File: config.mk
export PLATFORM = sky130hd
export DESIGN_NAME = greek_letter_expander
export DESIGN_NICKNAME = d
export VERILOG_FILES = /design/src/rtl/gle_pkg.sv /design/src/rtl/greek_letter_expander.sv /design/src/rtl/gle_front.sv /design/src/rtl/gle_queue.sv /design/src/rtl/gle_back.sv
export SDC_FILE = /design/constraint.sdc
export NUM_CORES = 1
export LEC_CHECK = 0
export BUFFER_PORTS_ARGS = -buffer_cell sky130_fd_sc_hd__buf_2
export CORE_ASPECT_RATIO = 0.5
export CORE_MARGIN = 4
export CORE_UTILIZATION = 55
export CTS_BUF_LIST = sky130_fd_sc_hd__clkbuf_4 sky130_fd_sc_hd__clkbuf_8
export CTS_CLUSTER_DIAMETER = 60
export DETAILED_ROUTE_END_ITERATION = 16
export PLACE_DENSITY = 0.71
export SETUP_SLACK_MARGIN = 0.2
export SKIP_LAST_GASP = 1
export SLEW_MARGIN = 20
export SYNTH_ARGS = -nofsm -noshare
export SYNTH_HDL_FRONTEND = slang
export SYNTH_SLANG_ARGS = --single-unit
File: constraint.sdc
create_clock -name clock -period 5.09 [get_ports clock]
set_clock_uncertainty 0.15 [all_clocks]
set_input_delay 0.509 -clock clock [delete_from_list [all_inputs] [get_ports clock]]
set_output_delay 0.509 -clock clock [all_outputs]
set_load 0.005 [all_outputs]
File: src/rtl/gle_pkg.sv
// gle_pkg: shared types and constants of the greek letter expander
// used by gle_front, gle_queue, gle_back and greek_letter_expander
`default_nettype none

package gle_pkg;

   localparam logic [7:0] LEAD_CE = 8'hCE;
   localparam logic [7:0] LEAD_CF = 8'hCF;
   localparam int         QUEUE_DEPTH = 4;
   localparam int         QPTR_W = $clog2(QUEUE_DEPTH);
   localparam int         QCNT_W = $clog2(QUEUE_DEPTH + 1);
   localparam logic [QCNT_W-1:0] QUEUE_FULL = QCNT_W'(QUEUE_DEPTH);

   typedef enum logic [3:0] {
      WORD_ALPHA,
      WORD_BETA,
      WORD_GAMMA,
      WORD_DELTA,
      WORD_KAPPA,
      WORD_LAMBDA,
      WORD_MU,
      WORD_TAU,
      WORD_NU
   } word_id_type;

   typedef enum logic [1:0] {
      CMD_ONE,
      CMD_TWO,
      CMD_WORD
   } cmd_kind_type;

   typedef struct packed {
      cmd_kind_type kind;
      word_id_type  word;
      logic [7:0]   byte0;
      logic [7:0]   byte1;
      logic         last;
   } cmd_type;

endpackage

`default_nettype wire

File: src/rtl/greek_letter_expander.sv
// greek_letter_expander: top level joining front end, command queue and back end
// depends on gle_pkg, gle_front, gle_queue and gle_back
`default_nettype none

// Expands two-byte Greek letter codes in a UTF-8 byte stream into space-padded
// ASCII words. Plain bytes flow at one byte per cycle when neither side stalls;
// a lead byte 0xCE/0xCF that does not end its string is held inside and yields
// nothing until the following byte arrives. A matched pair produces 4 to 8
// output bytes, one per cycle from the single output register of the back end
// while the receiver does not stall. A four-entry command queue sits between
// input and output; input is stalled only while that queue is full. No clearing
// pass is needed after reset.

module greek_letter_expander (
   input  wire logic       clock,
   input  wire logic       reset,
   input  wire logic       req_valid,
   output logic            req_stall,
   input  wire logic [7:0] req_in_byte,
   input  wire logic       req_in_last,
   output logic            rsp_valid,
   input  wire logic       rsp_stall,
   output logic [7:0]      rsp_out_byte,
   output logic            rsp_run_end,
   output logic            rsp_string_end
);

   logic             q_push;
   gle_pkg::cmd_type q_push_cmd;
   logic             q_pop;
   gle_pkg::cmd_type q_head_cmd;
   logic             q_head_valid;
   logic             q_full;
   logic             lead_held;

   gle_front u_front (
      .clock       (clock),
      .reset       (reset),
      .req_valid   (req_valid),
      .req_stall   (req_stall),
      .req_in_byte (req_in_byte),
      .req_in_last (req_in_last),
      .queue_full  (q_full),
      .push        (q_push),
      .push_cmd    (q_push_cmd),
      .lead_held   (lead_held)
   );

   gle_queue u_queue (
      .clock      (clock),
      .reset      (reset),
      .push       (q_push),
      .push_cmd   (q_push_cmd),
      .pop        (q_pop),
      .head_cmd   (q_head_cmd),
      .head_valid (q_head_valid),
      .full       (q_full)
   );

   gle_back u_back (
      .clock          (clock),
      .reset          (reset),
      .head_cmd       (q_head_cmd),
      .head_valid     (q_head_valid),
      .pop            (q_pop),
      .rsp_valid      (rsp_valid),
      .rsp_stall      (rsp_stall),
      .rsp_out_byte   (rsp_out_byte),
      .rsp_run_end    (rsp_run_end),
      .rsp_string_end (rsp_string_end)
   );

   a_no_overflow : assert property (@(posedge clock) disable iff (reset)
      q_push |-> !q_full)
      else $error("command pushed into full queue");

   a_pop_nonempty : assert property (@(posedge clock) disable iff (reset)
      q_pop |-> q_head_valid)
      else $error("command popped from empty queue");

   a_last_flushes : assert property (@(posedge clock) disable iff (reset)
      (req_valid && !req_stall && req_in_last) |=> !lead_held)
      else $error("lead byte still held after end of string");

   a_string_end_run_end : assert property (@(posedge clock) disable iff (reset)
      (rsp_valid && rsp_string_end) |-> rsp_run_end)
      else $error("string end without run end");

endmodule

`default_nettype wire

File: src/rtl/gle_front.sv
// gle_front: accepts input bytes, tracks a held lead byte and classifies
// each transaction into an emit command; depends on gle_pkg
`default_nettype none

module gle_front (
   input  wire logic            clock,
   input  wire logic            reset,
   input  wire logic            req_valid,
   output logic                 req_stall,
   input  wire logic [7:0]      req_in_byte,
   input  wire logic            req_in_last,
   input  wire logic            queue_full,
   output logic                 push,
   output gle_pkg::cmd_type     push_cmd,
   output logic                 lead_held
);

   logic lead_held_ff, lead_held_in;
   logic lead_is_cf_ff, lead_is_cf_in;
   logic accept;
   logic is_lead;
   logic pair_hit;
   gle_pkg::word_id_type pair_word;
   logic [7:0] held_byte;

   always_comb begin
      pair_hit  = 1'b0;
      pair_word = gle_pkg::WORD_ALPHA;
      if (lead_is_cf_ff) begin
         if (req_in_byte == 8'h84) begin
            pair_hit  = 1'b1;
            pair_word = gle_pkg::WORD_TAU;
         end
      end else begin
         pair_hit = 1'b1;
         case (req_in_byte) inside
            8'hB1, 8'h91: pair_word = gle_pkg::WORD_ALPHA;
            8'hB2, 8'h92: pair_word = gle_pkg::WORD_BETA;
            8'hB3, 8'h93: pair_word = gle_pkg::WORD_GAMMA;
            8'hB4, 8'h94: pair_word = gle_pkg::WORD_DELTA;
            8'hBA, 8'h9A: pair_word = gle_pkg::WORD_KAPPA;
            8'hBB, 8'h9B: pair_word = gle_pkg::WORD_LAMBDA;
            8'hBC, 8'h9C: pair_word = gle_pkg::WORD_MU;
            8'hA4:        pair_word = gle_pkg::WORD_TAU;
            8'hBD, 8'h9D: pair_word = gle_pkg::WORD_NU;
            default:      pair_hit  = 1'b0;
         endcase
      end
   end

   assign req_stall = queue_full;
   assign accept    = req_valid && !queue_full;
   assign is_lead   = (req_in_byte == gle_pkg::LEAD_CE) || (req_in_byte == gle_pkg::LEAD_CF);
   assign held_byte = lead_is_cf_ff ? gle_pkg::LEAD_CF : gle_pkg::LEAD_CE;

   always_comb begin
      lead_held_in   = lead_held_ff;
      lead_is_cf_in  = lead_is_cf_ff;
      push           = 1'b0;
      push_cmd.kind  = gle_pkg::CMD_ONE;
      push_cmd.word  = pair_word;
      push_cmd.byte0 = req_in_byte;
      push_cmd.byte1 = req_in_byte;
      push_cmd.last  = req_in_last;
      if (accept) begin
         lead_held_in  = 1'b0;
         lead_is_cf_in = 1'b0;
         if (lead_held_ff && pair_hit) begin
            push          = 1'b1;
            push_cmd.kind = gle_pkg::CMD_WORD;
         end else if (lead_held_ff) begin
            push           = 1'b1;
            push_cmd.byte0 = held_byte;
            if (is_lead && !req_in_last) begin
               push_cmd.kind = gle_pkg::CMD_ONE;
               lead_held_in  = 1'b1;
               lead_is_cf_in = (req_in_byte == gle_pkg::LEAD_CF);
            end else begin
               push_cmd.kind = gle_pkg::CMD_TWO;
            end
         end else if (is_lead && !req_in_last) begin
            lead_held_in  = 1'b1;
            lead_is_cf_in = (req_in_byte == gle_pkg::LEAD_CF);
         end else begin
            push          = 1'b1;
            push_cmd.kind = gle_pkg::CMD_ONE;
         end
      end
   end

   always_ff @(posedge clock) begin
      if (reset) begin
         lead_held_ff  <= 1'b0;
         lead_is_cf_ff <= 1'b0;
      end else begin
         lead_held_ff  <= lead_held_in;
         lead_is_cf_ff <= lead_is_cf_in;
      end
   end

   assign lead_held = lead_held_ff;

endmodule

`default_nettype wire

File: src/rtl/gle_queue.sv
// gle_queue: small command fifo between front and back end
// depends on gle_pkg for the command type and depth
`default_nettype none

module gle_queue (
   input  wire logic             clock,
   input  wire logic             reset,
   input  wire logic             push,
   input  wire gle_pkg::cmd_type push_cmd,
   input  wire logic             pop,
   output gle_pkg::cmd_type      head_cmd,
   output logic                  head_valid,
   output logic                  full
);

   gle_pkg::cmd_type entry_ff [gle_pkg::QUEUE_DEPTH];
   logic [gle_pkg::QPTR_W-1:0] wr_ptr_ff, wr_ptr_in;
   logic [gle_pkg::QPTR_W-1:0] rd_ptr_ff, rd_ptr_in;
   logic [gle_pkg::QCNT_W-1:0] count_ff, count_in;
   logic                       do_push, do_pop;

   assign full       = (count_ff == gle_pkg::QUEUE_FULL);
   assign head_valid = (count_ff != '0);
   assign head_cmd   = entry_ff[rd_ptr_ff];
   assign do_push    = push && !full;
   assign do_pop     = pop && head_valid;

   always_comb begin
      wr_ptr_in = do_push ? wr_ptr_ff + 1'b1 : wr_ptr_ff;
      rd_ptr_in = do_pop ? rd_ptr_ff + 1'b1 : rd_ptr_ff;
      count_in  = count_ff;
      if (do_push && !do_pop) begin
         count_in = count_ff + 1'b1;
      end else if (do_pop && !do_push) begin
         count_in = count_ff - 1'b1;
      end
   end

   always_ff @(posedge clock) begin
      if (reset) begin
         wr_ptr_ff <= '0;
         rd_ptr_ff <= '0;
         count_ff  <= '0;
      end else begin
         wr_ptr_ff <= wr_ptr_in;
         rd_ptr_ff <= rd_ptr_in;
         count_ff  <= count_in;
      end
   end

   always_ff @(posedge clock) begin
      if (do_push) begin
         entry_ff[wr_ptr_ff] <= push_cmd;
      end
   end

endmodule

`default_nettype wire

File: src/rtl/gle_back.sv
// gle_back: walks the head command one output byte per cycle into the registered
// result port while it is not stalled; depends on gle_pkg
`default_nettype none

module gle_back (
   input  wire logic             clock,
   input  wire logic             reset,
   input  wire gle_pkg::cmd_type head_cmd,
   input  wire logic             head_valid,
   output logic                  pop,
   output logic                  rsp_valid,
   input  wire logic             rsp_stall,
   output logic [7:0]            rsp_out_byte,
   output logic                  rsp_run_end,
   output logic                  rsp_string_end
);

   function automatic logic [63:0] word_text(gle_pkg::word_id_type id);
      logic [63:0] t;
      case (id)
         gle_pkg::WORD_ALPHA:  t = " alpha ";
         gle_pkg::WORD_BETA:   t = " beta ";
         gle_pkg::WORD_GAMMA:  t = " gamma ";
         gle_pkg::WORD_DELTA:  t = " delta ";
         gle_pkg::WORD_KAPPA:  t = " kappa ";
         gle_pkg::WORD_LAMBDA: t = " lambda ";
         gle_pkg::WORD_MU:     t = " mu ";
         gle_pkg::WORD_TAU:    t = " tau ";
         gle_pkg::WORD_NU:     t = " nu ";
         default:              t = '0;
      endcase
      return t;
   endfunction

   // word length minus one
   function automatic logic [2:0] word_last(gle_pkg::word_id_type id);
      logic [2:0] n;
      case (id)
         gle_pkg::WORD_ALPHA:  n = 3'd6;
         gle_pkg::WORD_BETA:   n = 3'd5;
         gle_pkg::WORD_GAMMA:  n = 3'd6;
         gle_pkg::WORD_DELTA:  n = 3'd6;
         gle_pkg::WORD_KAPPA:  n = 3'd6;
         gle_pkg::WORD_LAMBDA: n = 3'd7;
         gle_pkg::WORD_MU:     n = 3'd3;
         gle_pkg::WORD_TAU:    n = 3'd4;
         gle_pkg::WORD_NU:     n = 3'd3;
         default:              n = 3'd0;
      endcase
      return n;
   endfunction

   logic [2:0]  pos_ff, pos_in;
   logic        valid_ff, valid_in;
   logic [7:0]  byte_ff, byte_in;
   logic        run_end_ff, run_end_in;
   logic        string_end_ff, string_end_in;
   logic        load;
   logic [2:0]  last_pos;
   logic [2:0]  shift;
   logic [63:0] text;
   logic        at_end;

   assign load  = !valid_ff || !rsp_stall;
   assign text  = word_text(head_cmd.word);
   assign shift = last_pos - pos_ff;

   always_comb begin
      case (head_cmd.kind)
         gle_pkg::CMD_ONE: begin
            last_pos = 3'd0;
            byte_in  = head_cmd.byte0;
         end
         gle_pkg::CMD_TWO: begin
            last_pos = 3'd1;
            byte_in  = (pos_ff == 3'd0) ? head_cmd.byte0 : head_cmd.byte1;
         end
         gle_pkg::CMD_WORD: begin
            last_pos = word_last(head_cmd.word);
            byte_in  = 8'(text >> {shift, 3'b000});
         end
         default: begin
            last_pos = 3'd0;
            byte_in  = head_cmd.byte0;
         end
      endcase
   end

   assign at_end        = (pos_ff == last_pos);
   assign run_end_in    = at_end;
   assign string_end_in = at_end && head_cmd.last;
   assign pop           = head_valid && load && at_end;

   always_comb begin
      valid_in = valid_ff;
      pos_in   = pos_ff;
      if (load) begin
         valid_in = head_valid;
         if (head_valid) begin
            pos_in = at_end ? 3'd0 : pos_ff + 3'd1;
         end
      end
   end

   always_ff @(posedge clock) begin
      if (reset) begin
         valid_ff <= 1'b0;
         pos_ff   <= 3'd0;
      end else begin
         valid_ff <= valid_in;
         pos_ff   <= pos_in;
      end
   end

   always_ff @(posedge clock) begin
      if (load && head_valid) begin
         byte_ff       <= byte_in;
         run_end_ff    <= run_end_in;
         string_end_ff <= string_end_in;
      end
   end

   assign rsp_valid      = valid_ff;
   assign rsp_out_byte   = byte_ff;
   assign rsp_run_end    = run_end_ff;
   assign rsp_string_end = string_end_ff;

endmodule

`default_nettype wire

* Yosys cells after proc, flatten, opt, wreduce, memory -nomap -nowiden *
Memory sizes are Yosys's and may differ from the RTL's. A register that Yosys moved wholly into a read port is not among the register bits.
Index checks and enable logic that the tools add are counted.

operators by class
  add/subtract/negate cells = 6
  equality and inequality tests = 24
  shift-type cells = 1
  muxes and demuxes = 48
  reductions and logical operators = 30

operators with widths
  kind                                               number
  == test 8 bit (second input constant)              20
  right shift 64 x 6 -> 8 bit                        1
  two-way mux 4 bit                                  10
  two-way mux 8 bit                                  4
  two-way mux 1 bit                                  24
  case mux 8 bit (2 select lines)                    1
  OR reduction 2 bit                                 8
  two-way mux 3 bit                                  4
  logical AND 1 bit                                  10
  two-way mux 2 bit                                  4
  adder 3 x 1 -> 3 bit (second input constant)       2
  logical NOT 1 bit                                  6
  case mux 3 bit (2 select lines)                    1
  adder 2 x 1 -> 2 bit (second input constant)       2
  == test 3 bit                                      1
  == test 3 bit (second input constant)              1
  logical NOT 3 bit                                  1
  nonzero test 3 bit                                 1
  subtractor 3 x 1 -> 3 bit (second input constant)  1
  subtractor 3 bit                                   1
  == test 2 x 1 -> 1 bit (second input constant)     1
  == test 2 bit (second input constant)              1
  logical OR 1 bit                                   2
  AND reduction 2 bit                                1
  nonzero test 2 bit                                 1

word-level totals
  register bits = 23
  RAM bits = 92
  memory bits (read-only) = 640
  input port bits = 13
  output and inout bits = 12
  logic and storage cells = 122
  memories kept = 3

memories
  memory            words  width  read ports  clocked after memory_dff  wr ports  RTL line         RTL
  (name not given)  16     37     1           0                         0         gle_back.sv:20   case (id)
  u_queue.entry_ff  4      23     1           1                         1         gle_queue.sv:16  gle_pkg::cmd_type entry_ff [gle_pkg::QUEUE_DEPTH];
  (name not given)  16     3      1           0                         0         gle_back.sv:38   case (id)

* Depth between registers and ports, before layout *
  word-level depth = 20
  gate-level depth with buffers = 20
  gate-level depth less buffers = 18

* Cells and area by module *
Synthesis repeated with hierarchy kept, for this count alone.

second synthesis, totals
  cells, all modules = 417
  area total of the unflattened synthesis = 5898.2 um^2

by module, submodules not included
  module     instances  cells an instance  area each (um^2)
  gle_queue  1          168                3828.7
  gle_back   1          175                1506.4
  gle_front  1          74                 563.0

* Least setup slack after synthesis *
Ideal clock, no wire load.

  path type = register -> register
  start = register with a tool-made name
  end = register u_queue.count_ff[2] (netlist bit)
  library setup time = 71 ps
  arrival time = 4182 ps
  path slack = 687 ps
  cell stages (with the launch flop) = 19
  clock period less this slack = 4403 ps
  cells stage by stage = dfxtp_1 -> buf_6 -> clkbuf_1 -> buf_1 -> mux4_2 -> ha_1 -> clkbuf_1 -> o21bai_1 -> ha_1 -> buf_2 -> o211ai_4 -> nor2_1 -> inv_1 -> ha_1 -> inv_1 -> fa_1 -> xor2_1 -> or3_1 -> a21oi_1

RTL lines
  what                    RTL line         RTL
  end signal: assignment  gle_queue.sv:47  count_ff <= count_in;
  end: declaration        gle_queue.sv:19  logic [gle_pkg::QCNT_W-1:0] count_ff, count_in;

==> impl_metrics.csv <==
group,metric,value,unit
clock_tree,ctsResizeCount,0,
critical_path,crit_arrival,4.84,ns
critical_path,cp-end-kind,"flop",
placed_design,placedInstanceArea,6010,um2
clock_tree,ctsHoldBuffers,0,
critical_path,path_buf_inv,4,
die,die-area,12200,um2
synthesis,avgSynthCellArea,14.0,um2
route,wl_per_cell,21.8,um
grt,grt.total_usage,0.223,
critical_path,crit_path_frequent_cell,"inv_1",
clock_tree,h-tree-depth,4,
grt,overflow,0,
route,route.vias.total,3704,
layout,antenna_cells,0,
sta,finalCriticalPeriod,4.65,ns
hold_path,hp-start,"rsp_stall",
critical_path,critPathRequiredTime,5.29,ns
critical_path,crit_path_max_incr_delay,0.68,ns
die,pin_count,25,
sta,fin_crit_sh,0.913,
route,drc,0,
clock_tree,insertion_delay,0.42,ns
route,totalWireLength,12900,um
grt,grt_pass1_wl,20100,um
synthesis,synth-seq-cells,117,
die,die_x,152,um
clock_tree,path_clk_slew,0.07,ns
synthesis,synth_top_area_share,0.535,
sta,final-hold-violation-count,0,
critical_path,crit_type,"reg2reg",
clock_tree,cts_tree,"built",
synthesis,synth_ff_type,"edfxtp_1",
placed_design,post-dp-hpwl,9280,um
critical_path,crit_family,"adder cells",
run_status,status,"finished clean",
power_and_ir_drop,peakVddDrop,0.192,mV
layout,ff_latch_area,3360,um2
sta,rsz0062_at_grt,"yes",
sta,drv_slew,0,
synthesis,synthTopCellsByArea,"edfxtp_1 (53%), mux4_2 (8.7%), dfxtp_1 (5.2%), ha_1 (4.6%), mux2i_1 (1.6%)",
synthesis,yosysWarnings,0,
synthesis,async_flop_share,0,
synthesis,synth_top_area_cell,"edfxtp_1",
route,ant_nets,0,
hold_path,hold_path_class,"in2reg",
die,core-area,9790,um2
placed_design,portBuffers,24,
synthesis,ys_types,58,
power_and_ir_drop,clkPwrFrac,0.226,
sta,worst_slew_pin_slew,1.14,ns
power_and_ir_drop,seq_power_share,0.359,
grt,grt_start_max_net_pins,20,
route,via_per_inst,6.26,
sta,setup_viol_count_final,0,
layout,syn2layout_area_growth,11.8,%
layout,layout-drive-gt1-share,0.228,
clock_tree,cts_made_buffers,17,
synthesis,synth-edff-count,102,
route,first_pass_iters,5,
layout,design_area,6400,um2
grt,antenna_found_initial,1,
die,start_util,0.585,
die,die_y,80.2,um
power_and_ir_drop,switching_power,0.00134,W
critical_path,path_cells,"mux4_2, inv_1, ha_1, inv_1, o21ai_0, nand2_1, a31oi_1, o21bai_1, ha_1, o211ai_4, nor2_1, inv_1, ha_1, inv_1, fa_1, xor2_1, or3_1, a21oi_1",
power_and_ir_drop,switching_share,0.372,
synthesis,netlist_instances,410,
synthesis,synth_nets,446,
power_and_ir_drop,combPwrFrac,0.414,
sta,relSlewSlack,0.240,
power_and_ir_drop,p_leak,2.25,nW
clock_tree,postCtsSetupBuffers,0,
sta,fmaxAchievable,215,MHz
die,rows,25,
power_and_ir_drop,p_int,0.00226,W
synthesis,syn_area,5730,um2
clock_tree,clock-sinks,117,
flow_run,max_cap_viol_count,0,
layout,multi_input_area,2210,um2
critical_path,cp_max_fo,9,
critical_path,worstSetupStartpointType,"flop",
clock_tree,cts-root-buf,"clkbuf_8",
route,drt_iter0_markers,398,
critical_path,slowest_stage,"mux4_2",
layout,final_nets,480,
power_and_ir_drop,power.density,563,nW/um2
synthesis,seq_area_frac_synth,0.587,
layout,n_fill_cell,680,
clock_tree,cts_buffer_depth,2,
grt,grt_pass1_vias,3583,
sta,tns,0,ns
placed_design,gp_congestion,0.898,
[metrics by stage]
stage	util	std cells	hold WS, ns	setup WS [ns]	total power [W]
floorplan	-	410	0.309	0.687	0.00235
global placement	0.614	560	0.301	0.532	0.00273
detailed placement	0.614	560	0.327	0.400	0.00278
CTS	0.653	592	0.180	0.381	0.00359
global route	0.654	592	0.178	0.171	0.00381
finish	0.654	592	0.208	0.445	0.00360
[worst reg2reg max path, stage by stage (launching register included)]
cell	delay, ns
dfxtp_2	0.49
mux4_2	0.68
inv_1	0.18
ha_1	0.26
inv_1	0.08
o21ai_0	0.24
nand2_1	0.08
a31oi_1	0.15
o21bai_1	0.09
ha_1	0.35
o211ai_4	0.15
nor2_1	0.11
inv_1	0.12
ha_1	0.22
inv_1	0.08
fa_1	0.46
xor2_1	0.19
or3_1	0.32
a21oi_1	0.17
[logic make-up (layout without fill, tap and decap cells)]
kind of cell             count (synthesis)  in the layout  share of synthesized area
XOR/XNOR                                10             10                     0.0153
adder cells (fa/ha/maj)                 23             23                     0.0529
buffers and inverters                   39             86                     0.0293
AND/OR/NAND/NOR                        105            105                     0.0961
flip-flops                             117            117                      0.587
multiplexers                            38             38                      0.120
AO/OA/AOI/OAI                           78             78                     0.0992
[layer usage]
| metal | GRT usage | up-vias | routed length [um] | share of wire |
|---|---|---|---|---|
| met3 | 0.0544 | 20 | 1190 | 0.092 |
| met1 | 0.308 | 1854 | 5580 | 0.43 |
| met4 | 0.0960 | 2 | 210 | 0.016 |
| li1 | - | 1653 | - | - |
| met5 | 0 | - | 7 | 0.00054 |
| met2 | 0.342 | 175 | 5930 | 0.46 |
[flip-flops by register name (all words and copies together), names as in the netlist, named ones only]
register	flops
u_queue.entry_ff	92
u_queue.count_ff	3
u_front.lead_is_cf_ff	1
u_front.lead_held	1
u_back.rsp_string_end	1
u_back.pos_ff	3
u_back.rsp_out_byte	8
u_queue.rd_ptr_ff	2
u_back.rsp_valid	1
u_back.rsp_run_end	1
u_queue.wr_ptr_ff	2
[power by group through the flow]
stage	Clock (W)	Sequential, W	Combinational [W]
6_report	0.000814	0.00130	0.00149
2_1_floorplan	0	0.00129	0.00105
3_3_place_gp	0	0.00131	0.00143
5_1_grt	0.000874	0.00131	0.00163
3_5_place_dp	0	0.00132	0.00146
4_1_cts	0.000824	0.00130	0.00147
[cell type report]
class / instances / share of cell area
clock inverter: 14 / 0.0211
clock buffer: 18 / 0.0377
timing repair buffer: 34 / 0.0324
multi-input combinational: 254 / 0.345
tap: 135 / 0.0264
sequential: 117 / 0.525
inverter: 20 / 0.0121
[layout by cell type, fill, tap and decap left out, types with 14 or more instances in the layout]
cell type / instances
nor2_1: 24
o21ai_0: 15
clkbuf_8: 17
mux4_2: 22
buf_2: 24
a21oi_1: 15
edfxtp_1: 102
dfxtp_1: 14
inv_1: 18
ha_1: 20
nand2_1: 19
[synthesized netlist by cell type, types with 3 or more instances]
library cell  instances
mux2i_1               9
and2_1                8
nor3_1                6
mux2_4                3
mux2_2                3
nor2_1               24
nand2_1              19
a22oi_1               3
nor4_1                4
a21oi_1              15
nor2b_1               8
clkbuf_1             13
o21a_1                3
o21ai_0              15
nand3_1              10
o211ai_1              4
a32oi_1               4
nand2b_1              8
edfxtp_1            102
inv_1                18
buf_2                 3
a31oi_1               6
ha_1                 21
xor2_1                4
mux4_2               22
a211o_1               3
dfxtp_1              15
a22o_1                7
or3_1                 4
a21boi_0              3
xnor2_1               6
[path summary, 6_finish.rpt]
| check | endpoint | slack [ns] | cells past startpoint |
|---|---|---|---|
| worst max register to register | u_queue.count_ff[2]$_SDFFE_PP0P_ | 0.44 | 18 |
| worst max-delay path | u_queue.count_ff[2]$_SDFFE_PP0P_ | 0.44 | 18 |
| worst min register to register | u_back.rsp_valid$_SDFFE_PP0N_ | 0.34 | 2 |
| worst min-delay path | u_back.rsp_valid$_SDFFE_PP0N_ | 0.21 | 3 |
(Power assumes the default switching activity.)
